$ cat config.mk
export PLATFORM = sky130hd
export DESIGN_NAME = set_ua_link_establisher
export DESIGN_NICKNAME = d
export VERILOG_FILES = /design/src/hdl/sua_pkg.sv /design/src/hdl/sua_front.sv /design/src/hdl/sua_queue.sv /design/src/hdl/sua_back.sv /design/src/hdl/set_ua_link_establisher.sv
export SDC_FILE = /design/constraint.sdc
export NUM_CORES = 1
export LEC_CHECK = 0
export BUFFER_PORTS_ARGS = -buffer_cell sky130_fd_sc_hd__buf_2
export CAP_MARGIN = 10
export CORE_MARGIN = 10
export CORE_UTILIZATION = 55
export CTS_CLUSTER_DIAMETER = 150
export DETAILED_ROUTE_END_ITERATION = 12
export GPL_ROUTABILITY_DRIVEN = 0
export PLACE_DENSITY = 0.78
export SETUP_SLACK_MARGIN = 0.1
export SLEW_MARGIN = 20
export SYNTH_ARGS = -nofsm -noshare
export SYNTH_HDL_FRONTEND = slang
export SYNTH_SLANG_ARGS = --single-unit
$ cat constraint.sdc
create_clock -name i_clk -period 4.15 [get_ports i_clk]
set_input_delay 0 -clock i_clk [delete_from_list [all_inputs] [get_ports i_clk]]
set_output_delay 0 -clock i_clk [all_outputs]
set_load 0.02 [all_outputs]
$ cat src/hdl/sua_pkg.sv
`default_nettype none
// ----------------------------------------------------------------------------
// sua_pkg
// Shared types and constants for the SET/UA link establisher.
// ----------------------------------------------------------------------------
package sua_pkg;

    localparam int unsigned CFG_IDX_W  = 3;
    localparam int unsigned CFG_DATA_W = 16;

    localparam logic [CFG_IDX_W-1:0] CFG_TIMEOUT_TICKS = 3'd0;
    localparam logic [CFG_IDX_W-1:0] CFG_MAX_ATTEMPTS  = 3'd1;
    localparam logic [CFG_IDX_W-1:0] CFG_ADDRESS_BYTE  = 3'd2;
    localparam logic [CFG_IDX_W-1:0] CFG_SET_CONTROL   = 3'd3;
    localparam logic [CFG_IDX_W-1:0] CFG_UA_CONTROL    = 3'd4;

    localparam logic [15:0] RST_TIMEOUT_TICKS = 16'd3000;
    localparam logic [3:0]  RST_MAX_ATTEMPTS  = 4'd3;
    localparam logic [7:0]  RST_ADDRESS_BYTE  = 8'h03;
    localparam logic [7:0]  RST_SET_CONTROL   = 8'h03;
    localparam logic [7:0]  RST_UA_CONTROL    = 8'h07;

    localparam logic [7:0] FLAG_BYTE = 8'h7E;

    localparam logic [1:0] REQ_START = 2'd0;
    localparam logic [1:0] REQ_BYTE  = 2'd1;
    localparam logic [1:0] REQ_TICK  = 2'd2;

    localparam logic [1:0] ST_IDLE = 2'd0;
    localparam logic [1:0] ST_WAIT = 2'd1;
    localparam logic [1:0] ST_CONN = 2'd2;
    localparam logic [1:0] ST_FAIL = 2'd3;

    localparam logic [3:0] ATTEMPT_MAX = 4'hF;

    localparam int unsigned FRAME_LEN   = 5;
    localparam int unsigned BYTE_IDX_W  = $clog2(FRAME_LEN);
    localparam logic [BYTE_IDX_W-1:0] BYTE_FLAG_OPEN  = BYTE_IDX_W'(0);
    localparam logic [BYTE_IDX_W-1:0] BYTE_ADDRESS    = BYTE_IDX_W'(1);
    localparam logic [BYTE_IDX_W-1:0] BYTE_CONTROL    = BYTE_IDX_W'(2);
    localparam logic [BYTE_IDX_W-1:0] BYTE_BCC        = BYTE_IDX_W'(3);
    localparam logic [BYTE_IDX_W-1:0] BYTE_FLAG_CLOSE = BYTE_IDX_W'(FRAME_LEN - 1);

    localparam int unsigned QUEUE_DEPTH = 4;
    localparam int unsigned QPTR_W      = $clog2(QUEUE_DEPTH);
    localparam int unsigned QCNT_W      = $clog2(QUEUE_DEPTH + 1);

    typedef enum logic [4:0] {
        PH_START = 5'b00001,
        PH_FLAG  = 5'b00010,
        PH_ADDR  = 5'b00100,
        PH_CTRL  = 5'b01000,
        PH_BCC   = 5'b10000
    } t_rx_phase;

    typedef enum logic [3:0] {
        MODE_IDLE = 4'b0001,
        MODE_WAIT = 4'b0010,
        MODE_CONN = 4'b0100,
        MODE_FAIL = 4'b1000
    } t_link_mode;

    typedef struct packed {
        logic [15:0] timeout_ticks;
        logic [3:0]  max_attempts;
        logic [7:0]  address_byte;
        logic [7:0]  set_control;
        logic [7:0]  ua_control;
    } t_sua_cfg;

    typedef struct packed {
        logic       send;
        logic [1:0] status;
    } t_sua_cmd;

    function automatic logic [1:0] mode_to_status(input t_link_mode mode);
        logic [1:0] st;
        case (mode)
            MODE_IDLE: st = ST_IDLE;
            MODE_WAIT: st = ST_WAIT;
            MODE_CONN: st = ST_CONN;
            MODE_FAIL: st = ST_FAIL;
            default:   st = ST_IDLE;
        endcase
        return st;
    endfunction

endpackage
`default_nettype wire

$ cat src/hdl/sua_front.sv
`default_nettype none
// ----------------------------------------------------------------------------
// sua_front
// Request intake: link mode, UA deframer, timeout and retry counters.
// ----------------------------------------------------------------------------
module sua_front import sua_pkg::*; #(
    parameter int TIMER_WIDTH = 16
) (
    input  wire logic        i_clk,
    input  wire logic        i_rst_n,
    input  wire logic        i_in_valid,
    output logic             o_in_ready,
    input  wire logic [1:0]  i_req_type,
    input  wire logic [7:0]  i_rx_byte,
    input  wire t_sua_cfg    i_cfg,
    input  wire logic        i_full,
    output logic             o_push,
    output t_sua_cmd         o_cmd
);

    localparam logic [TIMER_WIDTH-1:0] TMAX = '1;

    t_rx_phase              r_phase,   n_phase;
    t_link_mode             r_mode,    n_mode;
    logic [3:0]             r_attempt, n_attempt;
    logic [TIMER_WIDTH-1:0] r_tick,    n_tick;

    logic                   accept;
    logic                   send;
    logic [15:0]            lim16;
    logic [TIMER_WIDTH-1:0] limit;
    logic [TIMER_WIDTH-1:0] tick_inc;
    logic [3:0]             attempt_inc;
    logic [7:0]             bcc;

    assign o_in_ready = !i_full;
    assign accept     = i_in_valid && !i_full;
    assign o_push     = accept;

    // timeout limit: zero acts as one, clamp to counter range
    assign lim16 = (i_cfg.timeout_ticks == 16'd0) ? 16'd1 : i_cfg.timeout_ticks;

    generate
        if (TIMER_WIDTH >= 16) begin : g_lim_wide
            assign limit = TIMER_WIDTH'(lim16);
        end else begin : g_lim_narrow
            assign limit = ((lim16 >> TIMER_WIDTH) != 16'd0) ? TMAX
                                                               : lim16[TIMER_WIDTH-1:0];
        end
    endgenerate

    assign tick_inc    = (r_tick == TMAX) ? r_tick : r_tick + 1'b1;
    assign attempt_inc = (r_attempt == ATTEMPT_MAX) ? r_attempt : r_attempt + 4'd1;
    assign bcc         = i_cfg.address_byte ^ i_cfg.ua_control;

    always_comb begin
        n_phase   = r_phase;
        n_mode    = r_mode;
        n_attempt = r_attempt;
        n_tick    = r_tick;
        send      = 1'b0;
        if (accept) begin
            if (i_req_type == REQ_START) begin
                n_phase   = PH_START;
                n_attempt = 4'd0;
                n_tick    = '0;
                n_mode    = MODE_WAIT;
                send      = 1'b1;
            end else if (r_mode == MODE_WAIT) begin
                case (i_req_type)
                    REQ_BYTE: begin
                        case (r_phase)
                            PH_START: begin
                                n_phase = (i_rx_byte == FLAG_BYTE) ? PH_FLAG : PH_START;
                            end
                            PH_FLAG: begin
                                if (i_rx_byte == i_cfg.address_byte) n_phase = PH_ADDR;
                                else if (i_rx_byte == FLAG_BYTE)     n_phase = PH_FLAG;
                                else                                 n_phase = PH_START;
                            end
                            PH_ADDR: begin
                                if (i_rx_byte == i_cfg.ua_control) n_phase = PH_CTRL;
                                else if (i_rx_byte == FLAG_BYTE)   n_phase = PH_FLAG;
                                else                               n_phase = PH_START;
                            end
                            PH_CTRL: begin
                                if (i_rx_byte == bcc)            n_phase = PH_BCC;
                                else if (i_rx_byte == FLAG_BYTE) n_phase = PH_FLAG;
                                else                             n_phase = PH_START;
                            end
                            PH_BCC: begin
                                if (i_rx_byte == FLAG_BYTE) begin
                                    n_mode = MODE_CONN;
                                    n_tick = '0;
                                end
                                n_phase = PH_START;
                            end
                            default: begin
                                n_phase = PH_START;
                            end
                        endcase
                    end
                    REQ_TICK: begin
                        n_tick = tick_inc;
                        if (tick_inc >= limit) begin
                            n_tick    = '0;
                            n_attempt = attempt_inc;
                            if (attempt_inc >= i_cfg.max_attempts) n_mode = MODE_FAIL;
                            send      = 1'b1;
                        end
                    end
                    default: begin
                    end
                endcase
            end
        end
    end

    assign o_cmd.send   = send;
    assign o_cmd.status = mode_to_status(n_mode);

    always_ff @(posedge i_clk) begin
        if (!i_rst_n) begin
            r_phase   <= PH_START;
            r_mode    <= MODE_IDLE;
            r_attempt <= 4'd0;
            r_tick    <= '0;
        end else begin
            r_phase   <= n_phase;
            r_mode    <= n_mode;
            r_attempt <= n_attempt;
            r_tick    <= n_tick;
        end
    end

endmodule
`default_nettype wire

$ cat src/hdl/sua_queue.sv
`default_nettype none
// ----------------------------------------------------------------------------
// sua_queue
// Short command queue between the front end and the frame serialiser.
// ----------------------------------------------------------------------------
module sua_queue import sua_pkg::*; (
    input  wire logic     i_clk,
    input  wire logic     i_rst_n,
    input  wire logic     i_push,
    input  wire t_sua_cmd i_cmd,
    output logic          o_full,
    input  wire logic     i_pop,
    output t_sua_cmd      o_cmd,
    output logic          o_empty
);

    t_sua_cmd           r_mem [QUEUE_DEPTH];
    logic [QPTR_W-1:0]  r_wr_ptr, n_wr_ptr;
    logic [QPTR_W-1:0]  r_rd_ptr, n_rd_ptr;
    logic [QCNT_W-1:0]  r_count,  n_count;
    logic               do_push;
    logic               do_pop;

    assign o_full  = (r_count == QCNT_W'(QUEUE_DEPTH));
    assign o_empty = (r_count == '0);
    assign do_push = i_push && !o_full;
    assign do_pop  = i_pop && !o_empty;
    assign o_cmd   = r_mem[r_rd_ptr];

    always_comb begin
        n_wr_ptr = do_push ? r_wr_ptr + 1'b1 : r_wr_ptr;
        n_rd_ptr = do_pop  ? r_rd_ptr + 1'b1 : r_rd_ptr;
        n_count  = r_count;
        if (do_push && !do_pop) n_count = r_count + 1'b1;
        else if (!do_push && do_pop) n_count = r_count - 1'b1;
    end

    always_ff @(posedge i_clk) begin
        if (do_push) r_mem[r_wr_ptr] <= i_cmd;
    end

    always_ff @(posedge i_clk) begin
        if (!i_rst_n) begin
            r_wr_ptr <= '0;
            r_rd_ptr <= '0;
            r_count  <= '0;
        end else begin
            r_wr_ptr <= n_wr_ptr;
            r_rd_ptr <= n_rd_ptr;
            r_count  <= n_count;
        end
    end

endmodule
`default_nettype wire

$ cat src/hdl/sua_back.sv
`default_nettype none
// ----------------------------------------------------------------------------
// sua_back
// Result serialiser: SET frame bytes or a single status result per command.
// ----------------------------------------------------------------------------
module sua_back import sua_pkg::*; (
    input  wire logic     i_clk,
    input  wire logic     i_rst_n,
    input  wire t_sua_cmd i_cmd,
    input  wire logic     i_empty,
    output logic          o_pop,
    input  wire t_sua_cfg i_cfg,
    output logic          o_out_valid,
    input  wire logic     i_out_ready,
    output logic          o_tx_valid,
    output logic [7:0]    o_tx_byte,
    output logic          o_last,
    output logic [1:0]    o_link_status
);

    logic [BYTE_IDX_W-1:0] r_idx, n_idx;
    logic                  r_out_valid;
    logic                  r_tx_valid;
    logic [7:0]            r_tx_byte;
    logic                  r_last;
    logic [1:0]            r_status;

    logic                  out_free;
    logic                  load;
    logic                  is_last;
    logic [7:0]            frame_byte;

    assign out_free = !r_out_valid || i_out_ready;
    assign load     = !i_empty && out_free;
    assign is_last  = !i_cmd.send || (r_idx == BYTE_FLAG_CLOSE);
    assign o_pop    = load && is_last;

    always_comb begin
        case (r_idx)
            BYTE_FLAG_OPEN:  frame_byte = FLAG_BYTE;
            BYTE_ADDRESS:    frame_byte = i_cfg.address_byte;
            BYTE_CONTROL:    frame_byte = i_cfg.set_control;
            BYTE_BCC:        frame_byte = i_cfg.address_byte ^ i_cfg.set_control;
            BYTE_FLAG_CLOSE: frame_byte = FLAG_BYTE;
            default:         frame_byte = FLAG_BYTE;
        endcase
    end

    always_comb begin
        n_idx = r_idx;
        if (load) begin
            n_idx = is_last ? BYTE_FLAG_OPEN : r_idx + 1'b1;
        end
    end

    always_ff @(posedge i_clk) begin
        if (!i_rst_n) begin
            r_idx       <= BYTE_FLAG_OPEN;
            r_out_valid <= 1'b0;
        end else begin
            r_idx <= n_idx;
            if (out_free) r_out_valid <= !i_empty;
        end
    end

    always_ff @(posedge i_clk) begin
        if (load) begin
            r_tx_valid <= i_cmd.send;
            r_tx_byte  <= i_cmd.send ? frame_byte : 8'd0;
            r_last     <= is_last;
            r_status   <= i_cmd.status;
        end
    end

    assign o_out_valid   = r_out_valid;
    assign o_tx_valid    = r_tx_valid;
    assign o_tx_byte     = r_tx_byte;
    assign o_last        = r_last;
    assign o_link_status = r_status;

endmodule
`default_nettype wire

$ cat src/hdl/set_ua_link_establisher.sv
`default_nettype none
// ----------------------------------------------------------------------------
// set_ua_link_establisher
// Transmitter side of SET/UA link set-up with timeout and retries.
// ----------------------------------------------------------------------------
// A start request or a timer tick that times out yields five results, the
// SET frame bytes (flag, address, control, BCC, flag), one per cycle unless
// the output is stalled; every other request yields one status result. The
// front end updates the link state in the cycle a request is accepted and
// hands a command to a four-entry queue; the serialiser emits one result per
// cycle from it when the output is not stalled. link_status on every result
// is the status after that request. Configuration writes are taken at any
// time but are only meaningful while no request is in flight.
module set_ua_link_establisher import sua_pkg::*; #(
    parameter int TIMER_WIDTH = 16
) (
    input  wire logic                  i_clk,
    input  wire logic                  i_rst_n,
    input  wire logic                  i_in_valid,
    output logic                       o_in_ready,
    input  wire logic [1:0]            i_req_type,
    input  wire logic [7:0]            i_rx_byte,
    output logic                       o_out_valid,
    input  wire logic                  i_out_ready,
    output logic                       o_tx_valid,
    output logic [7:0]                 o_tx_byte,
    output logic                       o_last,
    output logic [1:0]                 o_link_status,
    input  wire logic                  i_cfg_wr_en,
    input  wire logic [CFG_IDX_W-1:0]  i_cfg_index,
    input  wire logic [CFG_DATA_W-1:0] i_cfg_wdata
);

    t_sua_cfg r_cfg;
    t_sua_cmd push_cmd;
    t_sua_cmd head_cmd;
    logic     push;
    logic     pop;
    logic     full;
    logic     empty;

    always_ff @(posedge i_clk) begin
        if (!i_rst_n) begin
            r_cfg.timeout_ticks <= RST_TIMEOUT_TICKS;
            r_cfg.max_attempts  <= RST_MAX_ATTEMPTS;
            r_cfg.address_byte  <= RST_ADDRESS_BYTE;
            r_cfg.set_control   <= RST_SET_CONTROL;
            r_cfg.ua_control    <= RST_UA_CONTROL;
        end else if (i_cfg_wr_en) begin
            case (i_cfg_index)
                CFG_TIMEOUT_TICKS: r_cfg.timeout_ticks <= i_cfg_wdata;
                CFG_MAX_ATTEMPTS:  r_cfg.max_attempts  <= i_cfg_wdata[3:0];
                CFG_ADDRESS_BYTE:  r_cfg.address_byte  <= i_cfg_wdata[7:0];
                CFG_SET_CONTROL:   r_cfg.set_control   <= i_cfg_wdata[7:0];
                CFG_UA_CONTROL:    r_cfg.ua_control    <= i_cfg_wdata[7:0];
                default: begin
                end
            endcase
        end
    end

    sua_front #(
        .TIMER_WIDTH (TIMER_WIDTH)
    ) u_front (
        .i_clk      (i_clk),
        .i_rst_n    (i_rst_n),
        .i_in_valid (i_in_valid),
        .o_in_ready (o_in_ready),
        .i_req_type (i_req_type),
        .i_rx_byte  (i_rx_byte),
        .i_cfg      (r_cfg),
        .i_full     (full),
        .o_push     (push),
        .o_cmd      (push_cmd)
    );

    sua_queue u_queue (
        .i_clk   (i_clk),
        .i_rst_n (i_rst_n),
        .i_push  (push),
        .i_cmd   (push_cmd),
        .o_full  (full),
        .i_pop   (pop),
        .o_cmd   (head_cmd),
        .o_empty (empty)
    );

    sua_back u_back (
        .i_clk         (i_clk),
        .i_rst_n       (i_rst_n),
        .i_cmd         (head_cmd),
        .i_empty       (empty),
        .o_pop         (pop),
        .i_cfg         (r_cfg),
        .o_out_valid   (o_out_valid),
        .i_out_ready   (i_out_ready),
        .o_tx_valid    (o_tx_valid),
        .o_tx_byte     (o_tx_byte),
        .o_last        (o_last),
        .o_link_status (o_link_status)
    );

    // status results carry no byte and close their request
    a_status_result: assert property (@(posedge i_clk) disable iff (!i_rst_n)
        o_out_valid && !o_tx_valid |-> (o_tx_byte == 8'd0) && o_last)
        else $error("status result with byte or without last");

    // a frame continues in the next cycle with the same status
    a_frame_run: assert property (@(posedge i_clk) disable iff (!i_rst_n)
        o_out_valid && o_tx_valid && !o_last && i_out_ready |=>
            o_out_valid && o_tx_valid && (o_link_status == $past(o_link_status)))
        else $error("frame bytes broken up");

    // closing byte of a frame is a flag
    a_frame_close: assert property (@(posedge i_clk) disable iff (!i_rst_n)
        o_out_valid && o_tx_valid && o_last |-> (o_tx_byte == FLAG_BYTE))
        else $error("frame closing byte is not a flag");

endmodule
`default_nettype wire
==> summary.txt, run 1 <==
Routing
  • DRC: 0
  • Pre-antenna DRT Iters: 6
  • WL per Instance: 17.6 um
  • DRT iter0 DRCs: 458
  • Vias/cell: 5.95
  • DRT Wirelength: 16200 um
  • DR vias: 5479
  • Routed Antenna Nets: 0

Finish
  • # fillers: 905
  • Commonest non-fill, non-tap cell in the layout: nand2_1
  • Layout Nets: 847
  • Layout cell share with drive strength beyond 1: 0.131
  • P&R area growth vs syn: 14.1%
  • Seq. cell area: 0.00244 mm^2
  • Number of diodes: 0
  • Area of the multi-input gates: 0.00359 mm^2
  • Commonest cells after routing, fill and taps aside: nand2_1 (135), dfxtp_1 (84), a21oi_1 (58)

STA
  • Slew at the pin with the worst max-slew slack: 0.912 ns
  • Tcrit/Tclk final: 0.933
  • Max-Slew Margin vs Limit: 0.391
  • # setup viols final: 0
  • Final Hold Vio Count: 0
  • Unrepaired setup endpoints after global routing: yes
  • Setup TNS: 0 ns
  • Fin crit period: 3.87 ns
  • Max Slew Vio Count: 0
  • Skew final: 0.00753 ns
  • Fmax achieved: 258 MHz

Worst setup path
  • Max incr delay on CP: 0.45 ns
  • Crit-path max FO: 7
  • Slowest-stage cell, CP: dfxtp_1
  • Arr. time, crit path: 3.95 ns
  • CP Class: flop to flop
  • Critical Path End Type: flop
  • CP required: 4.23 ns
  • Most used cell, CP: nand4_1
  • Type of origin of the critical path: flop
  • Critical Path, Cell by Cell: nand4_1 -> buf_4 -> or3_1 -> nand2_1 -> nor3_1 -> or2_2 -> ha_1 -> nand4_1 -> or3_1 -> o31a_1 -> a221o_1 -> nand4_1 -> o211ai_1

Global route
  • GRT overflow: 0
  • Total global routing track utilization: 0.200
  • Initial antenna violation count: 0
  • Largest net degree at the start of global routing: 64
  • First-pass GRT wire length: 26300 um
  • Number of global-route vias before repair: 5295

Place
  • Hpwl dp: 11500 um
  • Port Buf Inserts: 47

Yosys
  • Synth top area share: 0.275
  • Post-synthesis mux area share: 0.0290
  • Async SR Flop Fraction: 0
  • Mapped Cells: 722
  • Main synth FF type: dfxtp_1
  • Largest family of logic cells by synthesized area: simple AND/OR/NAND/NOR gates
  • Sequential fraction of the synthesis area: 0.390
  • Synthesized flop and latch total: 110
  • Post-Synth Simple-Gate Area: 0.245
  • Mapped Area: 0.00625 mm^2
  • Synth unique cells: 73
  • Cell taking the most area after synthesis: dfxtp_1
  • Top cells by area, synth: dfxtp_1 (28%), edfxtp_1 (12%), nand2_1 (8.1%), ha_1 (7.2%), a21oi_1 (4.6%)
  • Post-Synth Adder-Cell Area: 0.0752
  • Syn Area/Cell: 8.66 um^2
  • Post-synthesis compound-gate area fraction: 0.155
  • Xor/xnor share of the synthesized area: 0.0636
  • Syn. warnings: 0
  • Syn nets: 793
  • Post-synth EDFFs: 24

Power
  • P per Cell Area: 417 mW/mm^2
  • Total power: 2980 uW
  • Worst VDD drop: 0.000495 V
  • Pleak: 0.00287 uW

Die
  • DIE WIDTH: 127 um
  • Starting Density: 0.569
  • Row count: 38
  • Die footprint: 0.0160 mm^2
  • Core Box Area: 0.0110 mm^2
  • I/O pins: 48
  • Die height: 127 um

Clock network
  • Clk_lat worst skew: 0.37 ns
  • CTS Buf Count: 9
  • CTS tree: done
  • Clock Root Buffer: clkbuf_16
  • Number of H-tree levels: 3
  • CTS Buffer Depth: 2
  • Clock sink count: 110
  • CTS clk-pin slew, worst paths: 0.07 ns

Run
  • Max_cap viols: 0

Worst hold path
  • Hold WC Path Type: input port to flop

Outcome
  • Status: completed
==> final cells by class <==
| class | instances | share of cell area |
|---|---|---|
| inverters | 44 | 0.0233 |
| clock buffers | 11 | 0.0386 |
| well taps | 140 | 0.0245 |
| repair buffers | 66 | 0.0589 |
| clock inverters | 5 | 0.00947 |
| flip-flops and latches | 110 | 0.343 |
| multi-input cells | 545 | 0.503 |
==> logic make-up (layout without fill, tap and decap cells) <==
group,after synthesis,in the layout
muxes,15,15
DFF,110,110
adders and majority gates,37,37
AOI/OAI and AO/OA,149,149
and+or+nand+nor,308,308
xor gates and xnor gates,36,36
buffers and inverters,67,126
==> cell usage after synthesis, types with 18 or more instances <==
master    instances
o21ai_0          19
nand2_1         135
nor2_1           43
inv_1            42
nor2b_1          25
a21oi_1          58
edfxtp_1         24
clkbuf_1         18
ha_1             36
dfxtp_1          86
xnor2_1          23
nand3_1          24
==> repair_timing <==
item | CTS | global route
setup buffers | 0 | 2
resized for setup | 0 | 8
setup endpoints to repair | 0 | 18
hold buffers | 17 | 0
endpoints found under the hold margin | 44 | 0
==> per-layer routing <==
layer | up-vias | share of wire | global-route usage | wire (um)
li1 | 2648 | - | - | -
met1 | 2616 | 0.42 | 0.239 | 6830
met2 | 187 | 0.49 | 0.332 | 8020
met3 | 28 | 0.069 | 0.0625 | 1120
met4 | 0 | 0.016 | 0.0643 | 267
met5 | - | 0 | 0 | 0
==> report_power, final <==
group | internal [uW] | switching (uW) | total [uW]
Sequential | 1250 | 71.9 | 1320
Clock | 551 | 427 | 978
Combinational | 236 | 439 | 676
Total | 2040 | 938 | 2980
==> critical path: cells and delay by family, from the launching register on <==
kind	cells	cell delay, ns
AND/OR/NAND/NOR	8	1.69
buffers and inverters	1	0.20
adder cells (fa/ha/maj)	1	0.29
flip-flops	1	0.45
AO/OA/AOI/OAI	3	0.93
==> registers in the layout, indices dropped and copies added (netlist names), 4 cells and up, named ones only <==
name,flops
r_cfg,44
u_back.o_tx_byte,8
u_front.r_mode,4
u_front.r_phase,5
u_queue.r_mem,12
u_front.r_attempt,4
u_front.r_tick,16
==> worst paths after layout <==
kind / startpoint / endpoint / slack [ns] / depth (start not counted)
max reg2reg: u_front.r_tick[7] / u_queue.r_mem[2][0] / 0.28 / 13
max: u_front.r_tick[7] / u_queue.r_mem[2][0] / 0.28 / 13
min reg2reg: r_cfg[28] / r_cfg[28] / 0.47 / 2
min: i_rst_n / u_front.r_mode[0] / 0.02 / 2
==> per-stage QoR <==
| stage | hold slack, ns | std cells | worst slack [ns] | utilization | instance area [um^2] |
|---|---|---|---|---|---|
| 6_report | 0.0249 | 921 | 0.279 | 0.650 | 7140 |
| 5_1_grt | 0.0391 | 921 | 0.0680 | 0.650 | 7140 |
| 4_1_cts | 0.0183 | 919 | 0.120 | 0.645 | 7080 |
| 3_5_place_dp | 0.242 | 886 | 0.148 | 0.598 | 6570 |
| 3_3_place_gp | 0.238 | 886 | 0.340 | 0.598 | 6570 |
| 2_1_floorplan | 0.124 | 722 | 0.552 | - | 6250 |
Power figures use the tool's default switching activity.
==> inputs of run 2 (changes only) <==
--- a/config.mk
+++ b/config.mk
@@ -12,7 +12,9 @@
 export CTS_CLUSTER_DIAMETER = 150
 export DETAILED_ROUTE_END_ITERATION = 12
 export GPL_ROUTABILITY_DRIVEN = 0
+export HOLD_SLACK_MARGIN = 0.12
 export PLACE_DENSITY = 0.78
+export REMOVE_ABC_BUFFERS = 1
 export SETUP_SLACK_MARGIN = 0.1
 export SLEW_MARGIN = 20
 export SYNTH_ARGS = -nofsm -noshare
==> summary.txt, run 2 (synthesis results as in run 1) <==
Routing
  • DR vias: 5436 (-0.78%)
  • Vias/cell: 5.90 (-0.89%)
  • DRT iter0 DRCs: 482 (+5.2%)
  • WL per Instance: 16.9 um (-3.9%)
  • DRT Wirelength: 15600 um (-3.8%)
  • Routed Antenna Nets: 0 (unchanged)
  • Pre-antenna DRT Iters: 5 (-1)
  • DRC: 0 (unchanged)

Worst hold path
  • Hold WC Path Type: input port to flop

Finish
  • Seq. cell area: 0.00245 mm^2 (about the same)
  • Commonest non-fill, non-tap cell in the layout: nand2_1
  • Area of the multi-input gates: 0.00359 mm^2 (unchanged)
  • Layout cell share with drive strength beyond 1: 0.125 (-0.00528)
  • # fillers: 894 (-1.2%)
  • Number of diodes: 0 (unchanged)
  • Layout Nets: 849 (+0.24%)
  • P&R area growth vs syn: 13.2%
  • Commonest cells after routing, fill and taps aside: nand2_1 (135), dfxtp_1 (83), a21oi_1 (58)
  • Max reg flops: 44 (unchanged)
  • Largest register by flop count: r_cfg
  • Biggest regs: r_cfg (44), u_front.r_tick (16), u_queue.r_mem (12)

Die
  • Core Box Area: 0.0110 mm^2 (unchanged)
  • Row count: 38 (unchanged)
  • Die height: 127 um (unchanged)
  • I/O pins: 48 (unchanged)
  • Die footprint: 0.0160 mm^2 (unchanged)
  • Starting Density: 0.569 (unchanged)
  • DIE WIDTH: 127 um (unchanged)

Clock network
  • Clk_lat worst skew: 0.34 ns (-0.03 ns)
  • Post-CTS setup buffer count: 0 (unchanged)
  • Clock sink count: 110 (unchanged)
  • CTS Buffer Depth: 2 (unchanged)
  • Number of H-tree levels: 3 (unchanged)
  • CTS clk-pin slew, worst paths: 0.07 ns (about the same)
  • Clock Root Buffer: clkbuf_16
  • CTS tree: done
  • CTS Buf Count: 9 (unchanged)

Run
  • Max_cap viols: 0 (unchanged)

STA
  • Final worst-path setup slack: 0.319 ns (+0.0398 ns)
  • Unrepaired setup endpoints after global routing: no
  • Fin crit period: 3.83 ns (-0.0398 ns)
  • Max-Slew Margin vs Limit: 0.406 (+0.0145)
  • Setup TNS: 0 ns (unchanged)
  • Slew at the pin with the worst max-slew slack: 0.891 ns (-0.0206 ns)
  • Max Slew Vio Count: 0 (unchanged)
  • Skew final: 0.00507 ns (-0.00246 ns)
  • Final Hold Vio Count: 0 (unchanged)
  • # setup viols final: 0 (unchanged)
  • Tcrit/Tclk final: 0.923 (-0.00959)
  • Fmax achieved: 261 MHz (+1.0%)

Worst setup path
  • Critical Path, Cell by Cell: nand4_1 -> or2_4 -> nor4_2 -> mux2_2 -> ha_1 -> nand4_1 -> or3_1 -> o31a_1 -> a221o_1 -> a211oi_2
  • Most used cell, CP: nand4_1
  • Type of origin of the critical path: flop
  • Critical Path End Type: flop
  • Reg2Reg Setup Slack: 0.32 ns (+0.04 ns)
  • Crit-path max FO: 7 (unchanged)
  • Slowest-stage cell, CP: dfxtp_1
  • CP required: 4.29 ns (+0.06 ns)
  • CP Class: flop to flop
  • Arr. time, crit path: 3.97 ns (+0.02 ns)
  • Max incr delay on CP: 0.43 ns (-0.02 ns)
  • Crit path buf inv count: 0 (-1)
  • Cell family with most CP delay: simple AND/OR/NAND/NOR gates

Place
  • Port Buf Inserts: 47 (unchanged)
  • Place WS: 0.169 ns (+0.0213 ns)
  • Hpwl dp: 11500 um (+0.18%)

Power
  • Power share of the clock group: 0.282 (-0.046)
  • P per Cell Area: 393 mW/mm^2 (-5.9%)
  • Worst VDD drop: 0.000539 V (+8.7%)
  • Sw Ratio: 0.318 (+0.00293)
  • Gate power share: 0.241 (+0.014)
  • Pleak: 0.00280 uW (-2.2%)
  • Pint: 1900 uW (-7.0%)
  • Reg power frac: 0.477 (+0.032)
  • Switch Pwr: 884 uW (-5.8%)

Global route
  • Total global routing track utilization: 0.190 (-0.00946)
  • GRT overflow: 0 (unchanged)
  • Initial antenna violation count: 0 (unchanged)
  • Largest net degree at the start of global routing: 64 (unchanged)
  • First-pass GRT wire length: 25800 um (-1.9%)
  • Number of global-route vias before repair: 5347 (+0.98%)

Outcome
  • Status: completed
==> run 2: power groups by stage <==
stage | registers [uW] | logic (uW) | clock network [uW]
global route | 1340 | 738 | 842
floorplan | 1420 | 360 | 0
finish | 1320 | 670 | 785
global placement | 1340 | 622 | 0
CTS | 1330 | 670 | 790
detailed placement | 1350 | 651 | 0
==> run 2: path summary, 6_finish.rpt <==
path	from	to	depth (start not counted)
max reg2reg	u_front.r_tick[6]	u_queue.r_mem[1][1]	10
min	i_cfg_index[2]	r_cfg[4]	4
max	u_front.r_tick[6]	u_queue.r_mem[1][1]	10
min reg2reg	r_cfg[28]	r_cfg[28]	2
==> run 2: worst min-delay path, stage by stage <==
cell and delay, ns:
buf_2 0.11, and3_1 0.22, nand2_1 0.09, a21oi_1 0.05
==> run 2: layout make-up <==
class	count	area share
inverter	44	0.0235
tap	140	0.0247
multi-input combinational	545	0.507
sequential	110	0.346
clock buffer	12	0.0334
clock inverter	3	0.00318
timing repair buffer	68	0.0629
==> run 2: what timing repair did <==
item / CTS / global route
endpoints found under the setup margin: 0 / 19
hold endpoints to repair: 47 / 0
resized for setup: 0 / 10
hold buffers: 21 / 0
==> run 2: per-layer routing <==
layer	GRT usage	vias to the layer above	share of wire
met5	0	-	0
met4	0.0549	0	0.015
met3	0.0412	22	0.055
met2	0.323	166	0.49
met1	0.236	2612	0.44
li1	-	2636	-
==> run 2: metrics by stage <==
step	cells	cell area, um^2	utilization	hold WS [ns]	total power (uW)
2_1_floorplan	699	6160	-	0.0619	1780
3_3_place_gp	886	6570	0.598	0.232	1960
3_5_place_dp	886	6570	0.598	0.235	2000
4_1_cts	922	7040	0.641	0.171	2790
5_1_grt	922	7080	0.644	0.211	2920
6_report	922	7080	0.644	0.173	2780
==> inputs of run 3 (changes only) <==
--- a/config.mk
+++ b/config.mk
@@ -7,13 +7,15 @@
 export LEC_CHECK = 0
 export BUFFER_PORTS_ARGS = -buffer_cell sky130_fd_sc_hd__buf_2
 export CAP_MARGIN = 10
+export CELL_PAD_IN_SITES_DETAIL_PLACEMENT = 1
+export CELL_PAD_IN_SITES_GLOBAL_PLACEMENT = 1
 export CORE_MARGIN = 10
-export CORE_UTILIZATION = 55
+export CORE_UTILIZATION = 46
 export CTS_CLUSTER_DIAMETER = 150
 export DETAILED_ROUTE_END_ITERATION = 12
 export GPL_ROUTABILITY_DRIVEN = 0
 export HOLD_SLACK_MARGIN = 0.12
-export PLACE_DENSITY = 0.78
+export PLACE_DENSITY = 0.84
 export REMOVE_ABC_BUFFERS = 1
 export SETUP_SLACK_MARGIN = 0.1
 export SLEW_MARGIN = 20
==> summary.txt, run 3 (synthesis results as in run 1) <==
Routing
  • DR vias: 5575 (+2.6%)
  • DRT Wirelength: 18700 um (+20%)
  • Pre-antenna DRT Iters: 4 (-1)
  • DRC: 0 (unchanged)
  • Vias/cell: 5.79 (-1.8%)
  • WL per Instance: 19.4 um (+15%)
  • Routed Antenna Nets: 0 (unchanged)
  • DRT iter0 DRCs: 372 (-23%)

Die
  • DIE WIDTH: 137 um (+7.9%)
  • Core Box Area: 0.0133 mm^2 (+21%)
  • Starting Density: 0.470 (-0.0990)
  • I/O pins: 48 (unchanged)
  • Row count: 42 (+11%)
  • Die footprint: 0.0187 mm^2 (+16%)
  • Die height: 137 um (+7.9%)

Outcome
  • Status: completed

Clock network
  • CTS Buf Count: 9 (unchanged)
  • Clock Root Buffer: clkbuf_16
  • CTS clk-pin slew, worst paths: 0.08 ns (about the same)
  • Clock sink count: 110 (unchanged)
  • Number of H-tree levels: 3 (unchanged)
  • CTS tree: done
  • Clk_lat worst skew: 0.37 ns (+0.03 ns)
  • CTS Buffer Depth: 2 (unchanged)

Global route
  • First-pass GRT wire length: 30300 um (+18%)
  • Total global routing track utilization: 0.204 (+0.0141)
  • Largest net degree at the start of global routing: 64 (unchanged)
  • GRT overflow: 0 (unchanged)
  • Initial antenna violation count: 0 (unchanged)
  • Number of global-route vias before repair: 5870 (+9.8%)

Place
  • Port Buf Inserts: 47 (unchanged)
  • Place WS: -0.0573 ns (-0.226 ns)
  • Hpwl dp: 13700 um (+19%)

Power
  • Total power: 2880 uW (+3.7%)
  • Pleak: 0.00287 uW (+2.4%)
  • Worst VDD drop: 0.000282 V (-48%)
  • P per Cell Area: 400 mW/mm^2 (+1.8%)

Worst setup path
  • Reg2Reg Setup Slack: 0.26 ns (-0.06 ns)
  • CP Class: flop to flop
  • Arr. time, crit path: 4.05 ns (+0.08 ns)
  • Critical Path End Type: flop
  • Type of origin of the critical path: flop
  • Crit-path max FO: 7 (unchanged)
  • CP required: 4.30 ns (about the same)

STA
  • Setup TNS: 0 ns (unchanged)
  • Fmax achieved: 257 MHz (-1.6%)
  • # setup viols final: 0 (unchanged)
  • Slew at the pin with the worst max-slew slack: 0.910 ns (+0.0187 ns)
  • Unrepaired setup endpoints after global routing: no
  • Skew final: 0.00903 ns (+0.00395 ns)
  • Tcrit/Tclk final: 0.938 (+0.0149)
  • Fin crit period: 3.89 ns (+0.0620 ns)
  • Final Hold Vio Count: 0 (unchanged)
  • Max-Slew Margin vs Limit: 0.393 (-0.0132)
  • Final worst-path setup slack: 0.257 ns (-0.0620 ns)
  • Max Slew Vio Count: 0 (unchanged)

Finish
  • Biggest regs: r_cfg (44), u_front.r_tick (16), u_queue.r_mem (12)
  • P&R area growth vs syn: 15.3%
  • Commonest cells after routing, fill and taps aside: nand2_1 (135), dfxtp_1 (82), a21oi_1 (58)
  • # fillers: 1557 (+74%)
  • Number of diodes: 0 (unchanged)
  • Layout Nets: 853 (+0.47%)
  • Largest register by flop count: r_cfg
  • Layout cell share with drive strength beyond 1: 0.137 (+0.0119)
  • Commonest non-fill, non-tap cell in the layout: nand2_1
  • Max reg flops: 44 (unchanged)

Run
  • Max_cap viols: 0 (unchanged)

Worst hold path
  • Hold WC Path Type: input port to flop
==> run 3: changes by cell type in the layout (fill, tap and decap cells not counted), moves of 2 or more <==
cell / change
buf_4: +3
clkbuf_1: -3
clkinv_2: +2
inv_6: +2
==> run 3: per-stage QoR <==
step,instances,utilization,cell area (um^2),hold WS [ns]
6_report,963,0.542,7210,0.142
5_1_grt,963,0.542,7210,0.161
4_1_cts,961,0.537,7140,0.133
3_5_place_dp,923,0.498,6620,0.239
3_3_place_gp,923,0.498,6620,0.233
2_1_floorplan,699,-,6160,0.0619
==> run 3: metal layers <==
layer  part of all wire  GRT usage  vias up
met1               0.42      0.237     2766
met2               0.51      0.359      116
li1                   -          -     2656
met4              0.023     0.0757        0
met5                  0          0        -
met3              0.046     0.0451       37
==> run 3: power by group <==
part           total, uW  internal [uW]  switching, uW
Clock                858            429            429
Combinational        698            240            457
Sequential          1330           1250           75.8
==> run 3: worst paths after layout <==
check	start	endpoint	depth (start not counted)
hold / removal	i_cfg_index[1]	r_cfg[23]	5
hold reg to reg	r_cfg[28]	r_cfg[28]	2
setup / recovery	u_front.r_tick[0]	u_queue.r_mem[1][0]	12
setup reg to reg	u_front.r_tick[0]	u_queue.r_mem[1][0]	12
==> run 3: worst max-delay path, stage by stage, from the launching register on <==
cell      delay (ns)
dfxtp_4         0.39
ha_2            0.22
and3_2          0.24
nand3_2         0.16
nor4_4          0.25
mux2_2          0.39
ha_1            0.32
nand4_1         0.16
or3_1           0.43
o31a_1          0.33
a221oi_2        0.35
nor2_1          0.10
o211ai_1        0.33
==> run 3: final cells by class <==
cell class,instances,area (um^2),area share
Inverter,44,166,0.0231
Tap cell,176,220,0.0305
Multi-Input combinational cell,545,3610,0.501
Timing Repair Buffer,72,478,0.0663
Sequential cell,110,2450,0.340
Clock buffer,10,239,0.0331
Clock inverter,6,45.0,0.00625
==> run 3: timing repair <==
action / CTS / global route
setup endpoints to repair: 8 / 21
gates resized for setup: 3 / 15
endpoints found under the hold margin: 47 / 0
pin swaps: 1 / 4
hold buffers: 22 / 0
buffers inserted: 0 / 2
